`config.mk`:
```
export PLATFORM = sky130hd
export DESIGN_NAME = lcg_random_range_generator_unit
export DESIGN_NICKNAME = d
export VERILOG_FILES = /design/src/lcg_rrg_pkg.sv /design/src/lcg_rrg_mod.sv /design/src/lcg_random_range_generator_unit.sv
export SDC_FILE = /design/constraint.sdc
export NUM_CORES = 2
export LEC_CHECK = 0
export ABC_AREA = 1
export BUFFER_PORTS_ARGS = -buffer_cell sky130_fd_sc_hd__buf_2
export CORE_MARGIN = 4
export CORE_UTILIZATION = 32
export DETAILED_ROUTE_END_ITERATION = 8
export HOLD_SLACK_MARGIN = 0.1
export SLEW_MARGIN = 10
export SYNTH_ARGS = -nofsm -noshare
export SYNTH_HDL_FRONTEND = slang
export SYNTH_SLANG_ARGS = --single-unit
```
`constraint.sdc`:
```
create_clock -name clock -period 13.15 [get_ports clock]
set_input_delay 2.63 -clock clock [delete_from_list [all_inputs] [get_ports clock]]
set_output_delay 2.63 -clock clock [all_outputs]
set_load 0.01 [all_outputs]
```
`src/lcg_rrg_pkg.sv`:
```
// ----------------------------------------------------------------------------
// LCG random range generator package
// Widths, generator constants, sequencer states and shared structs.
// ----------------------------------------------------------------------------
package lcg_rrg_pkg;

   localparam int STATE_WIDTH = 64;
   localparam int HALF_WIDTH  = 32;
   localparam int DATA_WIDTH  = 32;
   localparam int DRAW_SHIFT  = 33;
   localparam int DRAW_WIDTH  = STATE_WIDTH - DRAW_SHIFT;
   localparam int COUNT_WIDTH = $clog2(DRAW_WIDTH + 1);

   localparam logic [STATE_WIDTH-1:0] LCG_MULTIPLIER = 64'h5851_F42D_4C95_7F2D;
   localparam logic [STATE_WIDTH-1:0] LCG_INCREMENT  = 64'd1;

   typedef enum logic [2:0] {
      ST_IDLE,
      ST_MUL_LL,
      ST_MUL_HL,
      ST_MUL_LH,
      ST_MOD,
      ST_DONE
   } state_type;

   // Handshake between the sequencer and the remainder unit.
   typedef struct packed {
      logic                  start;
      logic [DRAW_WIDTH-1:0] dividend;
      logic [DATA_WIDTH-1:0] divisor;
   } mod_ctrl_type;

   typedef struct packed {
      logic                  done;
      logic [DATA_WIDTH-1:0] remainder;
   } mod_status_type;

endpackage

```
`src/lcg_rrg_mod.sv`:
```
// ----------------------------------------------------------------------------
// LCG random range generator remainder unit
// Restoring remainder of the draw by the range width, one bit per cycle.
// ----------------------------------------------------------------------------
module lcg_rrg_mod (
   input  logic                        clock,
   input  logic                        reset,
   input  lcg_rrg_pkg::mod_ctrl_type   ctrl,
   output lcg_rrg_pkg::mod_status_type status
);

   logic [lcg_rrg_pkg::COUNT_WIDTH-1:0] count_ff, count_in;
   logic                                done_ff, done_in;
   logic [lcg_rrg_pkg::DRAW_WIDTH-1:0]  dividend_ff, dividend_in;
   logic [lcg_rrg_pkg::DATA_WIDTH-1:0]  divisor_ff, divisor_in;
   logic [lcg_rrg_pkg::DATA_WIDTH-1:0]  rem_ff, rem_in;
   logic [lcg_rrg_pkg::DATA_WIDTH:0]    trial;
   logic [lcg_rrg_pkg::DATA_WIDTH+1:0]  diff;

   // The partial remainder stays below the divisor, so the trial value
   // stays below twice the divisor and one subtract restores it.
   assign trial = {rem_ff, dividend_ff[lcg_rrg_pkg::DRAW_WIDTH-1]};
   assign diff  = {1'b0, trial} - {2'b00, divisor_ff};

   always_comb begin
      count_in    = count_ff;
      done_in     = 1'b0;
      dividend_in = dividend_ff;
      divisor_in  = divisor_ff;
      rem_in      = rem_ff;
      if (ctrl.start) begin
         count_in    = lcg_rrg_pkg::COUNT_WIDTH'(lcg_rrg_pkg::DRAW_WIDTH);
         dividend_in = ctrl.dividend;
         divisor_in  = ctrl.divisor;
         rem_in      = '0;
      end else if (count_ff != '0) begin
         count_in    = count_ff - 1'b1;
         done_in     = (count_ff == lcg_rrg_pkg::COUNT_WIDTH'(1));
         dividend_in = {dividend_ff[lcg_rrg_pkg::DRAW_WIDTH-2:0], 1'b0};
         if (diff[lcg_rrg_pkg::DATA_WIDTH+1]) begin
            rem_in = trial[lcg_rrg_pkg::DATA_WIDTH-1:0];
         end else begin
            rem_in = diff[lcg_rrg_pkg::DATA_WIDTH-1:0];
         end
      end
   end

   always_ff @(posedge clock) begin
      if (reset) begin
         count_ff <= '0;
         done_ff  <= 1'b0;
      end else begin
         count_ff <= count_in;
         done_ff  <= done_in;
      end
      dividend_ff <= dividend_in;
      divisor_ff  <= divisor_in;
      rem_ff      <= rem_in;
   end

   assign status.done      = done_ff;
   assign status.remainder = rem_ff;

endmodule

```
`src/lcg_random_range_generator_unit.sv`:
```
// ----------------------------------------------------------------------------
// LCG random range generator
// 64-bit linear congruential generator with optional reduction into a range.
// ----------------------------------------------------------------------------
// Raw draws and empty ranges: ST_MUL_LL, ST_MUL_HL, ST_MUL_LH run three 32x32
// multiplies, then ST_DONE loads the response register once no response is
// stalled and returns to ST_IDLE for the next request. Range draws wait
// in ST_MOD for the one-bit-per-cycle remainder unit (31 steps) before ST_DONE.
// Synchronous active-high reset clears the generator state to zero and empties
// the response register; writing csr_tdata loads the generator state.
module lcg_random_range_generator_unit (
   input  logic        clock,
   input  logic        reset,
   // csr_tdata: seed_init[63:0]
   input  logic        csr_tvalid,
   output logic        csr_tready,
   input  logic [63:0] csr_tdata,
   // req_tdata: range_low[31:0], range_high[63:32]
   input  logic        req_tvalid,
   output logic        req_tready,
   input  logic [63:0] req_tdata,
   // req_tuser: action[0]
   input  logic [0:0]  req_tuser,
   // rsp_tdata: value[31:0]
   output logic        rsp_tvalid,
   input  logic        rsp_tready,
   output logic [31:0] rsp_tdata,
   // rsp_tuser: range_error[0]
   output logic [0:0]  rsp_tuser
);

   localparam int HW = lcg_rrg_pkg::HALF_WIDTH;
   localparam int DW = lcg_rrg_pkg::DATA_WIDTH;

   lcg_rrg_pkg::state_type             state_ff, state_in;
   logic [lcg_rrg_pkg::STATE_WIDTH-1:0] gen_ff, gen_in;
   logic [lcg_rrg_pkg::STATE_WIDTH-1:0] acc_ff, acc_in;
   logic                                action_ff, action_in;
   logic                                bad_ff, bad_in;
   logic signed [DW-1:0]                low_ff, low_in;
   logic [DW-1:0]                       span_ff, span_in;
   logic [DW-1:0]                       res_value_ff, res_value_in;
   logic                                res_error_ff, res_error_in;
   logic                                rsp_valid_ff, rsp_valid_in;
   logic [DW-1:0]                       rsp_value_ff, rsp_value_in;
   logic                                rsp_error_ff, rsp_error_in;

   logic signed [DW-1:0]                req_low;
   logic signed [DW-1:0]                req_high;
   logic [DW:0]                         req_diff;
   logic [HW-1:0]                       mul_a;
   logic [HW-1:0]                       mul_b;
   logic [2*HW-1:0]                     product;
   logic [HW-1:0]                       mul_sum_hi;
   logic [lcg_rrg_pkg::STATE_WIDTH-1:0] next_gen;
   logic [lcg_rrg_pkg::DRAW_WIDTH-1:0]  draw;
   logic                                req_fire;

   lcg_rrg_pkg::mod_ctrl_type           mod_ctrl;
   lcg_rrg_pkg::mod_status_type         mod_status;

   assign req_low  = req_tdata[DW-1:0];
   assign req_high = req_tdata[2*DW-1:DW];
   assign req_diff = {req_high[DW-1], req_high} - {req_low[DW-1], req_low};

   assign req_tready = (state_ff == lcg_rrg_pkg::ST_IDLE);
   assign csr_tready = (state_ff == lcg_rrg_pkg::ST_IDLE);
   assign req_fire   = req_tvalid && req_tready;

   // Shared 32x32 multiplier: the low 64 bits of state * multiplier are
   // lo*lo + ((hi*lo + lo*hi) << 32), one partial product per cycle.
   always_comb begin
      mul_a = gen_ff[HW-1:0];
      mul_b = lcg_rrg_pkg::LCG_MULTIPLIER[HW-1:0];
      if (state_ff == lcg_rrg_pkg::ST_MUL_HL) begin
         mul_a = gen_ff[2*HW-1:HW];
      end
      if (state_ff == lcg_rrg_pkg::ST_MUL_LH) begin
         mul_b = lcg_rrg_pkg::LCG_MULTIPLIER[2*HW-1:HW];
      end
   end

   assign product    = mul_a * mul_b;
   assign mul_sum_hi = acc_ff[2*HW-1:HW] + product[HW-1:0];
   assign next_gen   = {mul_sum_hi, acc_ff[HW-1:0]};
   assign draw       = next_gen[lcg_rrg_pkg::STATE_WIDTH-1:lcg_rrg_pkg::DRAW_SHIFT];

   assign mod_ctrl.start    = (state_ff == lcg_rrg_pkg::ST_MUL_LH) && action_ff && !bad_ff;
   assign mod_ctrl.dividend = draw;
   assign mod_ctrl.divisor  = span_ff;

   lcg_rrg_mod u_mod (
      .clock  (clock),
      .reset  (reset),
      .ctrl   (mod_ctrl),
      .status (mod_status)
   );

   always_comb begin
      state_in     = state_ff;
      gen_in       = gen_ff;
      acc_in       = acc_ff;
      action_in    = action_ff;
      bad_in       = bad_ff;
      low_in       = low_ff;
      span_in      = span_ff;
      res_value_in = res_value_ff;
      res_error_in = res_error_ff;
      rsp_valid_in = rsp_valid_ff;
      rsp_value_in = rsp_value_ff;
      rsp_error_in = rsp_error_ff;

      if (rsp_valid_ff && rsp_tready) begin
         rsp_valid_in = 1'b0;
      end

      case (state_ff)
         lcg_rrg_pkg::ST_IDLE: begin
            if (csr_tvalid) begin
               gen_in = csr_tdata;
            end
            if (req_fire) begin
               action_in = req_tuser[0];
               bad_in    = (req_high <= req_low);
               low_in    = req_low;
               span_in   = req_diff[DW-1:0];
               state_in  = lcg_rrg_pkg::ST_MUL_LL;
            end
         end
         lcg_rrg_pkg::ST_MUL_LL: begin
            acc_in   = product + lcg_rrg_pkg::LCG_INCREMENT;
            state_in = lcg_rrg_pkg::ST_MUL_HL;
         end
         lcg_rrg_pkg::ST_MUL_HL: begin
            acc_in   = next_gen;
            state_in = lcg_rrg_pkg::ST_MUL_LH;
         end
         lcg_rrg_pkg::ST_MUL_LH: begin
            gen_in = next_gen;
            if (!action_ff) begin
               res_value_in = {{(DW - lcg_rrg_pkg::DRAW_WIDTH){1'b0}}, draw};
               res_error_in = 1'b0;
               state_in     = lcg_rrg_pkg::ST_DONE;
            end else if (bad_ff) begin
               res_value_in = '0;
               res_error_in = 1'b1;
               state_in     = lcg_rrg_pkg::ST_DONE;
            end else begin
               state_in = lcg_rrg_pkg::ST_MOD;
            end
         end
         lcg_rrg_pkg::ST_MOD: begin
            if (mod_status.done) begin
               // The result lies inside the range, so a wrapping add is exact.
               res_value_in = low_ff + mod_status.remainder;
               res_error_in = 1'b0;
               state_in     = lcg_rrg_pkg::ST_DONE;
            end
         end
         lcg_rrg_pkg::ST_DONE: begin
            if (!rsp_valid_ff || rsp_tready) begin
               rsp_valid_in = 1'b1;
               rsp_value_in = res_value_ff;
               rsp_error_in = res_error_ff;
               state_in     = lcg_rrg_pkg::ST_IDLE;
            end
         end
         default: begin
            state_in = lcg_rrg_pkg::ST_IDLE;
         end
      endcase
   end

   always_ff @(posedge clock) begin
      if (reset) begin
         state_ff     <= lcg_rrg_pkg::ST_IDLE;
         gen_ff       <= '0;
         rsp_valid_ff <= 1'b0;
      end else begin
         state_ff     <= state_in;
         gen_ff       <= gen_in;
         rsp_valid_ff <= rsp_valid_in;
      end
      acc_ff       <= acc_in;
      action_ff    <= action_in;
      bad_ff       <= bad_in;
      low_ff       <= low_in;
      span_ff      <= span_in;
      res_value_ff <= res_value_in;
      res_error_ff <= res_error_in;
      rsp_value_ff <= rsp_value_in;
      rsp_error_ff <= rsp_error_in;
   end

   assign rsp_tvalid   = rsp_valid_ff;
   assign rsp_tdata    = rsp_value_ff;
   assign rsp_tuser[0] = rsp_error_ff;

endmodule

```
==> metrics <==
largest net degree at the start of global routing 68; post-cts hold buffer count 0; reg2reg path depth 39; total area of sequential cells 0.009899 sq mm; worst path arrival time 11.67 ns; most frequent CP cell inv_1; Setup CP Type flop to flop; Routed Antenna Nets 0; dpl cell area 0.05111 sq mm; CP Max Fanout 62; Post-synth ARST share 0%; Worst setup SP type flop; Post-CTS Resized 0; final clock period utilization by the worst path 86.53%; synthesized flop and latch total 365; count of final max-slew check failures 0; die height 393.7 um; fraction of final layout cells sized beyond drive strength 1 7.153%; Netlist cell types 62; ys flop type edfxtp_1; maxcap violations 0; initial antenna violation count 11; CTS sink cnt 365; outcome complete, no violations; clock slew at reported path FFs 0.06 ns; drt initial violations 3207; WHS Endpoint rsp_tdata[24]; Post-synth EDFFs 259; RSZ-0062 raised after global routing no; worst skew pair latency 0.57 ns; Worst Path Buf+Inv 10; H-tree levels 2; num rows 141; io pins 170; r2r setup slk 1.77 ns; first-pass GRT wire length 247400 um; Max-slew headroom 18.56%; hold path depth 0; CTS buffer count 39; die area 0.1550 sq mm; core area 0.1478 sq mm; Hold Crit Class flop to flop; Fmax achieved 87.89 MHz; root buffer cell clkbuf_16; Final HPWL DP 140900 um; Routed WL 163800 um; Avg Cell Area, Syn 7.925 sq um; GRT Total Usage 20.71%; Setup Fix Bufs, Post-CTS 0; CTS Buffer Depth 3; setup_tns 0 ns; Reg-to-Reg Start state_ff[2]; reg2reg end res_value_ff[24]; I/O Buffers 169; routability-driven placement congestion ratio 0.9855; Initial Util 32.21%; vias in the first global route 40460; multi-input logic area 0.03230 sq mm; CTS tree built; Final setup viols 0; Worst Max-Slew Pin Slew 1.213 ns; min-delay src res_value_ff[24]; post-detailed-route wirelength per cell 20.01 um; Vias 40110; Die Wd 393.7 um; grt ovf 0; crit path time final 11.38 ns; Hold Vio Cnt, Final 0; Setup Skew 0.02669 ns; cells after synthesis 6008; largest stage delay on the critical path 0.66 ns; Slowest cell on crit path inv_1; Syn Std Cell Area 0.04761 sq mm; iteration count of the initial detailed-routing pass 7; DRC errors left 0; Layout Nets 7444; Crit path required time 13.45 ns; Syn. warnings 0; area grow syn2layout 10.17%; crit end category flop; Fillers 15610; number of vias per cell 4.898; family with the most delay on the worst path adder cells; sequential area share after synthesis 20.79%; post-route design area 0.05245 sq mm
[flip-flops by register name, summed over array words and instances (netlist names)]
signal	cells
state_ff	3
rsp_tuser	1
u_mod.dividend_ff	31
gen_ff	64
res_value_ff	32
action_ff	1
rsp_tdata	32
bad_ff	1
span_ff	32
u_mod.count_ff	5
low_ff	32
u_mod.done_ff	1
rsp_tvalid	1
acc_ff	64
u_mod.rem_ff	32
res_error_ff	1
u_mod.divisor_ff	32
[kinds of logic after synthesis]
group / synth area share [%]
xor+xnor: 2.021
simple gates: 19.60
buf+inv: 11.72
flops: 20.79
fa+ha+maj: 37.17
compound gates: 8.685
other cells: 0.01577
[stage by stage]
stage | hold slack, ns | worst slack, ns | utilization [%] | cells
floorplan | 0.4003 | 3.793 | - | 6037
global placement | 0.4005 | 1.857 | 34.57 | 8108
detailed placement | 0.4045 | 1.924 | 34.57 | 8108
CTS | 0.4051 | 1.829 | 35.46 | 8179
global route | 0.4199 | 1.300 | 35.47 | 8181
finish | 0.3994 | 1.772 | 35.48 | 8189
[layout by cell type, fill, tap and decap left out, types with 39 or more instances in the layout]
| cell | count |
|---|---|
| xnor2_1 | 40 |
| nor2_1 | 430 |
| clkbuf_16 | 40 |
| dfxtp_1 | 106 |
| nor3_1 | 42 |
| xor2_1 | 68 |
| buf_4 | 51 |
| o21ai_0 | 260 |
| a21oi_1 | 262 |
| nand3_1 | 221 |
| nand2_1 | 1330 |
| nand4_1 | 39 |
| inv_1 | 1379 |
| edfxtp_1 | 259 |
| fa_1 | 539 |
| ha_1 | 552 |
| buf_2 | 169 |
| a31oi_1 | 84 |
[Yosys cell counts, types with 68 or more instances]
| library cell | n | area share [%] |
|---|---|---|
| inv_1 | 1380 | 11 |
| nand2_1 | 1333 | 11 |
| ha_1 | 552 | 15 |
| fa_1 | 539 | 23 |
| nor2_1 | 437 | 3.4 |
| o21ai_0 | 275 | 2.9 |
| a21oi_1 | 262 | 2.8 |
| edfxtp_1 | 259 | 16 |
| nand3_1 | 222 | 2.3 |
| dfxtp_1 | 106 | 4.5 |
| a31oi_1 | 84 | 1.1 |
| xor2_1 | 68 | 1.3 |
[cell type report]
class / count / share of cell area (%)
flip-flops and latches: 365 / 18.87
multi-input cells: 4191 / 61.59
clock inverters: 24 / 0.5295
repair buffers: 220 / 2.342
clock buffers: 47 / 1.977
diodes: 10 / 0.04771
well taps: 1930 / 4.604
inverters: 1402 / 10.04
[worst max path at each step]
stage | startpoint | cells after the start | slack (ns) | end
final | state_ff[2] | 39 | 1.77 | res_value_ff[24]
after CTS | state_ff[2] | 39 | 1.83 | res_value_ff[24]
after global routing | state_ff[2] | 39 | 1.30 | res_value_ff[30]
after detailed placement | state_ff[2] | 39 | 1.92 | res_value_ff[24]
after global placement | state_ff[2] | 39 | 1.86 | res_value_ff[24]
after floorplan | state_ff[1] | 39 | 3.79 | u_mod.dividend_ff[30]
[per-layer routing]
metal / track usage (%) / share of wire [%] / wire (um)
met5: 0 / 0.021 / 34
met4: 8.007 / 4.6 / 7590
met3: 2.252 / 5.4 / 8862
met2: 35.87 / 48 / 78300
met1: 26.52 / 42 / 69040
Power is left out: the tool's default activity adds up to more than one toggle a clock period on the data nets, which glitch-free logic cannot reach.
